$ cat config.mk
export PLATFORM = sky130hd
export DESIGN_NAME = priority_semaphore_queue_top
export DESIGN_NICKNAME = d
export VERILOG_FILES = /design/src/rtl/core/psq_pkg.sv /design/src/rtl/core/psq_ctrl.sv /design/src/rtl/core/psq_datapath.sv /design/src/rtl/core/priority_semaphore_queue_top.sv
export SDC_FILE = /design/constraint.sdc
export NUM_CORES = 1
export LEC_CHECK = 0
export ABC_AREA = 1
export ABC_CLOCK_PERIOD_IN_PS = 3000
export BUFFER_PORTS_ARGS = -buffer_cell sky130_fd_sc_hd__buf_2
export CAP_MARGIN = 25
export CORE_MARGIN = 2
export CORE_UTILIZATION = 57
export DETAILED_ROUTE_END_ITERATION = 12
export PLACE_DENSITY = 0.88
export SETUP_SLACK_MARGIN = 0.5
export SYNTH_ARGS = -nofsm -noshare
export SYNTH_HDL_FRONTEND = slang
export SYNTH_SLANG_ARGS = --single-unit
$ cat constraint.sdc
create_clock -name clk -period 3 [get_ports clk]
set_input_delay 0.15 -clock clk [delete_from_list [all_inputs] [get_ports clk]]
set_output_delay 0.15 -clock clk [all_outputs]
set_load 0.01 [all_outputs]
$ cat src/rtl/core/psq_pkg.sv
// Shared types and constants for the priority semaphore queue.
// Depends on nothing; every other file imports it.
package psq_pkg;

  localparam int QUEUE_DEPTH = 16;
  localparam int ID_BITS     = 8;
  localparam int PRIO_BITS   = 8;
  localparam int CFG_W       = 10;
  localparam int CNT_W       = 12;
  localparam int LEVEL_W     = $clog2(QUEUE_DEPTH + 1);
  localparam int STATUS_W    = 3;

  localparam logic [CNT_W-1:0] SEM_MAX = {1'b0, {(CNT_W-1){1'b1}}};

  typedef enum logic [STATUS_W-1:0] {
    ST_GRANTED = 3'd0,
    ST_QUEUED  = 3'd1,
    ST_FULL    = 3'd2,
    ST_WOKE    = 3'd3,
    ST_NOWAIT  = 3'd4,
    ST_SAT     = 3'd5
  } status_t;

  typedef enum logic {
    ACT_WAIT   = 1'b0,
    ACT_SIGNAL = 1'b1
  } action_t;

  typedef struct packed {
    logic                 action;
    logic [ID_BITS-1:0]   waiter_id;
    logic [PRIO_BITS-1:0] priority_req;
  } req_t;

  typedef struct packed {
    logic [STATUS_W-1:0]  status;
    logic [ID_BITS-1:0]   woken_id;
    logic [PRIO_BITS-1:0] woken_priority;
    logic [LEVEL_W-1:0]   queue_level;
  } rsp_t;

  typedef enum logic {
    S_IDLE = 1'b0,
    S_EXEC = 1'b1
  } state_t;

  // Commands from the controller to the datapath.
  typedef struct packed {
    logic load;    // capture the request
    logic exec;    // perform the captured request
    logic cfg_wr;  // write the initial count register
  } cmd_t;

endpackage

$ cat src/rtl/core/psq_ctrl.sv
// Controller state machine: request acceptance, execute step and result strobe.
// Depends on psq_pkg.
module psq_ctrl import psq_pkg::*; (
  input  logic clk,
  input  logic rst_n,
  input  logic start,
  input  logic cfg_valid,
  output logic busy,
  output logic cfg_ready,
  output logic out_valid,
  output cmd_t cmd
);

  state_t state_r, state_nxt;
  logic   out_valid_r, out_valid_nxt;

  always_ff @(posedge clk) begin
    if (!rst_n) begin
      state_r     <= S_IDLE;
      out_valid_r <= 1'b0;
    end else begin
      state_r     <= state_nxt;
      out_valid_r <= out_valid_nxt;
    end
  end

  always_comb begin
    state_nxt     = state_r;
    out_valid_nxt = 1'b0;
    busy          = 1'b0;
    cfg_ready     = 1'b0;
    cmd           = '0;
    case (state_r)
      S_IDLE: begin
        cfg_ready  = 1'b1;
        cmd.cfg_wr = cfg_valid;
        if (start) begin
          cmd.load  = 1'b1;
          state_nxt = S_EXEC;
        end
      end
      S_EXEC: begin
        busy          = 1'b1;
        cmd.exec      = 1'b1;
        out_valid_nxt = 1'b1;
        state_nxt     = S_IDLE;
      end
      default: begin
        state_nxt = S_IDLE;
      end
    endcase
  end

  assign out_valid = out_valid_r;

endmodule

$ cat src/rtl/core/psq_datapath.sv
// Datapath: semaphore count, sorted shifting wait queue and result register.
// Depends on psq_pkg.
module psq_datapath import psq_pkg::*; (
  input  logic             clk,
  input  logic             rst_n,
  input  cmd_t             cmd,
  input  req_t             in_req,
  input  logic [CFG_W-1:0] cfg_data,
  output rsp_t             out_rsp
);

  logic [CNT_W-1:0]     sem_r, sem_nxt;
  logic [LEVEL_W-1:0]   level_r, level_nxt;
  req_t                 req_r;
  rsp_t                 rsp_r, rsp_nxt;

  // Queue cells, entry 0 is the head; each cell sees only its neighbors.
  logic [ID_BITS-1:0]   ids_r   [QUEUE_DEPTH];
  logic [PRIO_BITS-1:0] prios_r [QUEUE_DEPTH];
  logic [ID_BITS-1:0]   ids_nxt   [QUEUE_DEPTH];
  logic [PRIO_BITS-1:0] prios_nxt [QUEUE_DEPTH];
  logic [QUEUE_DEPTH-1:0] ge;

  logic sem_pos, sem_neg, sem_sat, q_full, q_nonempty;
  logic do_insert, do_remove;

  assign sem_neg    = sem_r[CNT_W-1];
  assign sem_pos    = !sem_neg && (sem_r != '0);
  assign sem_sat    = (sem_r == SEM_MAX);
  assign q_full     = (level_r == LEVEL_W'(QUEUE_DEPTH));
  assign q_nonempty = (level_r != '0);

  // Occupied cells whose priority is at least the newcomer's; a prefix.
  always_comb begin
    for (int i = 0; i < QUEUE_DEPTH; i++) begin
      ge[i] = (LEVEL_W'(i) < level_r) && (prios_r[i] >= req_r.priority_req);
    end
  end

  always_comb begin
    sem_nxt   = sem_r;
    level_nxt = level_r;
    do_insert = 1'b0;
    do_remove = 1'b0;
    rsp_nxt   = rsp_r;
    if (cmd.exec) begin
      rsp_nxt.woken_id       = '0;
      rsp_nxt.woken_priority = '0;
      if (req_r.action == ACT_WAIT) begin
        if (sem_pos) begin
          sem_nxt        = sem_r - CNT_W'(1);
          rsp_nxt.status = ST_GRANTED;
        end else if (q_full) begin
          rsp_nxt.status = ST_FULL;
        end else begin
          sem_nxt        = sem_r - CNT_W'(1);
          level_nxt      = level_r + LEVEL_W'(1);
          do_insert      = 1'b1;
          rsp_nxt.status = ST_QUEUED;
        end
      end else begin
        if (sem_sat) begin
          rsp_nxt.status = ST_SAT;
        end else begin
          sem_nxt = sem_r + CNT_W'(1);
          if (sem_neg && q_nonempty) begin
            level_nxt              = level_r - LEVEL_W'(1);
            do_remove              = 1'b1;
            rsp_nxt.status         = ST_WOKE;
            rsp_nxt.woken_id       = ids_r[0];
            rsp_nxt.woken_priority = prios_r[0];
          end else begin
            rsp_nxt.status = ST_NOWAIT;
          end
        end
      end
      rsp_nxt.queue_level = level_nxt;
    end else if (cmd.cfg_wr && !q_nonempty) begin
      // Reload the count only while nobody is waiting.
      sem_nxt = CNT_W'(cfg_data);
    end
  end

  // Per-cell update: keep, take the newcomer, or shift from a neighbor.
  always_comb begin
    for (int i = 0; i < QUEUE_DEPTH; i++) begin
      ids_nxt[i]   = ids_r[i];
      prios_nxt[i] = prios_r[i];
      if (do_insert && !ge[i]) begin
        if (i == 0 || ge[(i == 0) ? 0 : i-1]) begin
          ids_nxt[i]   = req_r.waiter_id;
          prios_nxt[i] = req_r.priority_req;
        end else begin
          ids_nxt[i]   = ids_r[(i == 0) ? 0 : i-1];
          prios_nxt[i] = prios_r[(i == 0) ? 0 : i-1];
        end
      end else if (do_remove && i < QUEUE_DEPTH-1) begin
        ids_nxt[i]   = ids_r[(i < QUEUE_DEPTH-1) ? i+1 : i];
        prios_nxt[i] = prios_r[(i < QUEUE_DEPTH-1) ? i+1 : i];
      end
    end
  end

  always_ff @(posedge clk) begin
    if (!rst_n) begin
      sem_r   <= '0;
      level_r <= '0;
    end else begin
      sem_r   <= sem_nxt;
      level_r <= level_nxt;
    end
  end

  always_ff @(posedge clk) begin
    if (cmd.load) begin
      req_r <= in_req;
    end
    rsp_r <= rsp_nxt;
    for (int i = 0; i < QUEUE_DEPTH; i++) begin
      ids_r[i]   <= ids_nxt[i];
      prios_r[i] <= prios_nxt[i];
    end
  end

  assign out_rsp = rsp_r;

endmodule

$ cat src/rtl/core/priority_semaphore_queue_top.sv
// Top level of the priority semaphore queue: controller plus datapath.
// Depends on psq_pkg, psq_ctrl and psq_datapath.
//
// Counting semaphore with a priority-ordered wait queue of QUEUE_DEPTH entries.
// Issue a request by raising start while busy is low; action 0 is a wait,
// action 1 a signal. Every request yields exactly one result, shown on out_rsp
// for a single cycle with out_valid high, ending at the clock edge that closes
// that cycle; the receiver cannot stall it, so capture it on that edge. A
// request is first captured, then executed in a step in which the shifting
// sorted queue inserts or removes a waiter and the count moves. busy is high
// only in the execute step, so a new request is not taken while one executes,
// but can be accepted in the same cycle as the previous result strobe. Waiters
// of equal priority are served first come, first served. A wait on a full
// queue is rejected without touching the count; a signal at the largest count
// saturates. The initial count register is written through cfg_valid /
// cfg_ready while idle; it reloads the count only when no one is waiting.
// No clearing pass follows reset: the block is ready as soon as reset
// is released.
module priority_semaphore_queue_top import psq_pkg::*; (
  input  logic             clk,
  input  logic             rst_n,
  // request channel
  input  logic             start,
  output logic             busy,
  input  req_t             in_req,
  // result channel
  output logic             out_valid,
  output rsp_t             out_rsp,
  // configuration
  input  logic             cfg_valid,
  output logic             cfg_ready,
  input  logic [CFG_W-1:0] cfg_data
);

  cmd_t cmd;

  // Sequence capture, execute and result strobe.
  psq_ctrl u_ctrl (
    .clk       (clk),
    .rst_n     (rst_n),
    .start     (start),
    .cfg_valid (cfg_valid),
    .busy      (busy),
    .cfg_ready (cfg_ready),
    .out_valid (out_valid),
    .cmd       (cmd)
  );

  // Hold the count, the sorted queue and the result register.
  psq_datapath u_datapath (
    .clk      (clk),
    .rst_n    (rst_n),
    .cmd      (cmd),
    .in_req   (in_req),
    .cfg_data (cfg_data),
    .out_rsp  (out_rsp)
  );

endmodule
# After elaboration in Yosys (flattened, before gate mapping)
# Memories as Yosys holds them, arrays and structs flattened.
# Cells that the tools add are included.
totals:
  output_inout_bits: 27
  memories: 2
  register_bits: 60
  ramBits: 256
  in_bits: 31
mem_list:
  columns: ["memory", "depth", "word_bits", "read_ports", "rd_ports_with_merged_regs", "wr", "line_no", "text"]
  rows:
  - ["u_datapath.ids_r", 16, 8, 16, 0, 16, "psq_datapath.sv:18", "logic [ID_BITS-1:0] ids_r [QUEUE_DEPTH];"]
  - ["u_datapath.prios_r", 16, 8, 16, 0, 16, "psq_datapath.sv:19", "logic [PRIO_BITS-1:0] prios_r [QUEUE_DEPTH];"]
classes:
  n_eq_ne: 4
  bitwise: 3
  n_mux: 122
  order_cmp: 32
  reduce_logical: 58
  n_addsub: 4
ops:
  columns: ["op", "n"]
  rows:
  - ["$mux 8", 92]
  - ["$ge 8x8->1", 16]
  - ["$mux 12", 6]
  - ["$lt 4x5->1 const A", 8]
  - ["$logic_and 1x1->1", 35]
  - ["$mux 5", 5]
  - ["$lt 3x5->1 const A", 4]
  - ["$logic_not 1->1", 18]
  - ["$mux 1", 13]
  - ["$add 12x1->12 const B", 1]
  - ["$eq 12x11->1 const B", 1]
  - ["$reduce_bool 12->1", 1]
  - ["$sub 12x1->12 const B", 1]
  - ["$lt 1x5->1 const A", 2]
  - ["$lt 2x5->1 const A", 2]
  - ["$mux 3", 3]
  - ["$add 5x1->5 const B", 1]
  - ["$eq 5x5->1 const B", 1]
  - ["$reduce_bool 5->1", 1]
  - ["$sub 5x1->5 const B", 1]
  - ["$mux 2", 2]
  - ["$ne 4x2->1 const B", 1]
  - ["$ne 3x3->1 const B", 1]
  - ["$not 1->1", 3]
  - ["other kinds (4)", 4]

# Depth between registers and ports, before layout
logic_depth:
  ltp_word: 8
  mapped_depth: 15

# Modules after synthesis
# A second synthesis with hierarchy kept.
unflattened:
  hier_cells: 2472
  area_unflattened_um2: 19731.4
by_module_without_submodules:
  columns: ["module", "area_each_um2", "seq_area_each_um2", "cells_each", "n_inst"]
  rows:
  - ["psq_datapath", 19637.6, 9258.9, 2459, 1]
  - ["psq_ctrl", 93.8, 40.0, 13, 1]

# Worst setup path after synthesis
# OpenSTA, ideal clock, no wires.
synth_path:
  path_type: "register to register"
  from: "register u_datapath.req_r[7] (netlist name)"
  to: "memory u_datapath.ids_r[4][0], in the netlist u_datapath.ids_r[0][32] (enable)"
  period_less_slack_ps: 3178
  slack_ps: -178
  path_stages_with_launch: 15
  n_path_buf: 2
  arrival_time_ps: 2807
  cell_sequence: "edfxtp_1 -> inv_1 -> clkbuf_1 -> ha_1 -> nand2_1 -> inv_1 -> nor2_1 -> o21a_1 -> nand3_1 -> nand2_1 -> inv_1 -> nor2_2 -> inv_2 -> buf_2 -> nand2_1"
synth_rtl:
  columns: ["item", "line_no"]
  rows:
  - ["end: declaration", "psq_datapath.sv:18"]

==> impl_metrics.csv <==
group,metric,value,unit
run_status,status,"finished clean",
synthesis,synth-simple-area-share,0.275,
clocking,clkTransAtPathRegs,0.06,ns
sta,finalHoldViolations,0,
setup_path,path_class,"flop to flop",
route,route.vias.total,18511,
synthesis,synth_compound_area_frac,0.0987,
clocking,clk_latency,0.56,ns
synthesis,synth_top_cell_by_area,"edfxtp_1",
floorplanning,die_area,36100,um^2
synthesis,yosys.area.top_type_share,0.452,
synthesis,synth_adder_area_share,0.0911,
setup_path,crit_chain,"inv_2 -> nand2_2 -> nor2_4 -> nand2_1 -> nand2_1 -> inv_1 -> nand3_1 -> buf_6 -> nand2_4",
synthesis,syn_inst,2472,
synthesis,synth_cell_types,39,
synthesis,async_flop_share,0,
power_and_ir_drop,vdd_drop_max,0.433,mV
setup_path,worst_ep_required_time,3.24,ns
place,dp_hpwl,38300,um
synthesis,synthMuxAreaShare,0,
synthesis,syn_nets,2646,
global_routing,grt-ovfl-total,0,
sta,fin_crit,2.47,ns
synthesis,yosysWarnings,0,
clocking,tritoncts,"yes",
sta,setup_viol,0,
synthesis,ys_ff_latch,316,
global_routing,grt_max_degree,37,
sta,rsz0062_at_grt,"true",
sta,clock_skew,0.0336,ns
power_and_ir_drop,power.leakage,0.0107,uW
floorplanning,die_w,190,um
global_routing,grt.total_usage,0.311,
layout,regArea,9300,um^2
layout,drive_gt1_frac,0.103,
setup_path,setup.worst_path.end_class,"flop",
route,dr.pass1.iters,8,
route,via_per_inst,6.06,
synthesis,synth_top_family_by_area,"simple AND/OR/NAND/NOR gates",
setup_path,startpoint_type,"flop",
place,place.gp.congestion,0.936,
synthesis,synth_seq_area_share,0.472,
clocking,root_buffer,"clkbuf_16",
setup_path,cp_max_fo,16,
route,drt_iter0_drc,2172,
layout,fin_cells,3055,
synthesis,synth_area_per_cell,7.98,um^2
floorplanning,coreArea,34300,um^2
clocking,clk_path_buf_depth,3,
sta,tightestPinTransition,1.04,ns
setup_path,critPathMaxStageDelay,0.41,ns
power_and_ir_drop,p_per_area,488,nW/um^2
clocking,cts_buffers,35,
sta,max_freq,405,MHz
synthesis,yosys-top-cells-area,"edfxtp_1, nand2_1, ha_1",
place,dp_slack,0.188,ns
sta,tns,0,ns
global_routing,grt_pass1_wl,89600,um
clocking,clock_sinks,316,
synthesis,synth_ff_type,"edfxtp_1",
floorplanning,pin_count,58,
sta,maxSlewViolCount,0,
synthesis,synth_edf_count,297,
floorplanning,initial_utilization,0.575,
setup_path,critPathSlowestCell,"dfxtp_1",
layout,diodes,0,
route,wl,58200,um
clocking,htreeDepth,2,
layout,num-fill-cells,2519,
place,place_inst,2923,
global_routing,grt_pass1_vias,17963,
sta,layout_setup_ws,0.530,ns
place,portBuffers,57,
route,avgRoutedWirePerCell,19.1,um
min_path,min_path_type,"input port to flop",
floorplanning,fp-row-count,68,
sta,finalCritPeriodShare,0.823,
layout,utilization,0.658,
synthesis,synth-xor-area-share,0.00222,
floorplanning,die_y,190,um
global_routing,antenna_found_initial,1,
route,route.detailed.drc,0,
setup_path,cpMostUsedCell,"nand2_1",
setup_path,cp.arrival,2.71,ns
layout,final_nets,2748,
layout,area_growth,14.5,%
layout,multiInputGateArea,9490,um^2
sta,max_slew_margin,0.308,
route,antenna_left,0,
run,cap_violations,0,
synthesis,netlist_area,19700,um^2
-- cells by family after synthesis --
logic type                 count (synthesis)
adders and majority gates                143
and+or+nand+nor                         1354
AOI/OAI and AO/OA                        378
buffers and inverters                    276
DFF                                      316
xor gates and xnor gates                   5
-- placed cells by master, fill, tap and decap left out, types with 14 or more instances in the layout --
cell and n:
a21oi_1 69, buf_2 57, buf_4 57, clkbuf_16 39, dfxtp_1 16, dlygate4sd3_1 25, edfxtp_1 297, ha_1 142
inv_1 146, nand2_1 1136, nand3_1 55, nand4_1 21, nor2_1 91, o21a_1 14, o21ai_0 280
-- through the flow --
step	hold WS, ns	power [uW]	area [um^2]
floorplan	0.248	6120	19800
CTS	0.0121	10900	22000
global placement	0.327	6490	20500
detailed placement	0.328	6560	20500
global route	0.0700	11300	22600
finish	0.0114	11000	22600
-- cell usage after synthesis (all sizes together) (14+ instances only) --
cell,count
a21oi,71
buf,42
clkbuf,62
dfxtp,19
edfxtp,297
ha,142
inv,171
nand2,1158
nand3,56
nand4,22
nor2,108
o21a,14
o21ai,284
-- sequential cells by signal, summed over array words and instances, names as in the netlist --
| register | cells |
|---|---|
| u_datapath.ids_r | 128 |
| u_datapath.prios_r | 128 |
| u_datapath.out_rsp | 24 |
| u_datapath.req_r | 17 |
| u_datapath.sem_r | 12 |
| u_datapath.level_r | 5 |
| u_ctrl.out_valid | 1 |
| u_ctrl.state_r | 1 |
-- what timing repair did --
item / 4_1_cts / 5_1_grt
hold buffers: 25 / 0
endpoints found under the setup margin: 227 / 470
cloned: 0 / 6
pin swaps: 6 / 9
buffers inserted: 8 / 30
hold endpoints to repair: 27 / 0
resized for setup: 17 / 52
-- report_power, final --
part | internal (uW) | leakage [uW] | switching (uW) | total, uW
Clock | 2530 | 0.000553 | 1830 | 4360
Combinational | 538 | 0.00726 | 1060 | 1600
Sequential | 4960 | 0.00286 | 103 | 5060
Total | 8020 | 0.0107 | 2990 | 11000
-- critical path: cells and delay by family (launching register included) --
kind	cells	cell delay [ns]
buffers and inverters	3	0.72
flip-flops	1	0.41
AND/OR/NAND/NOR	6	1.01
-- layer usage --
layer | up-vias | track usage | share of wire
met3 | 354 | 0.0629 | 0.11
met4 | 4 | 0.175 | 0.064
met5 | - | 0 | 0.00046
met2 | 1346 | 0.526 | 0.47
li1 | 8377 | - | -
met1 | 8430 | 0.372 | 0.35
-- layout make-up --
cell class,count,area share
Inverter,172,0.0304
Clock buffer,48,0.0428
Clock inverter,15,0.00743
Tap cell,455,0.0252
Sequential cell,316,0.412
Multi-Input combinational cell,1883,0.420
Timing Repair Buffer,166,0.0617
-- final timing paths --
check	start	end	slack, ns	cells past startpoint
max	u_datapath.level_r[4]	u_datapath.ids_r[0][3]	0.53	9
min	cfg_data[1]	u_datapath.sem_r[1]	0.01	5
max reg2reg	u_datapath.level_r[4]	u_datapath.ids_r[0][3]	0.53	9
min reg2reg	u_datapath.sem_r[2]	u_datapath.sem_r[2]	0.52	2
(Power assumes the default switching activity.)
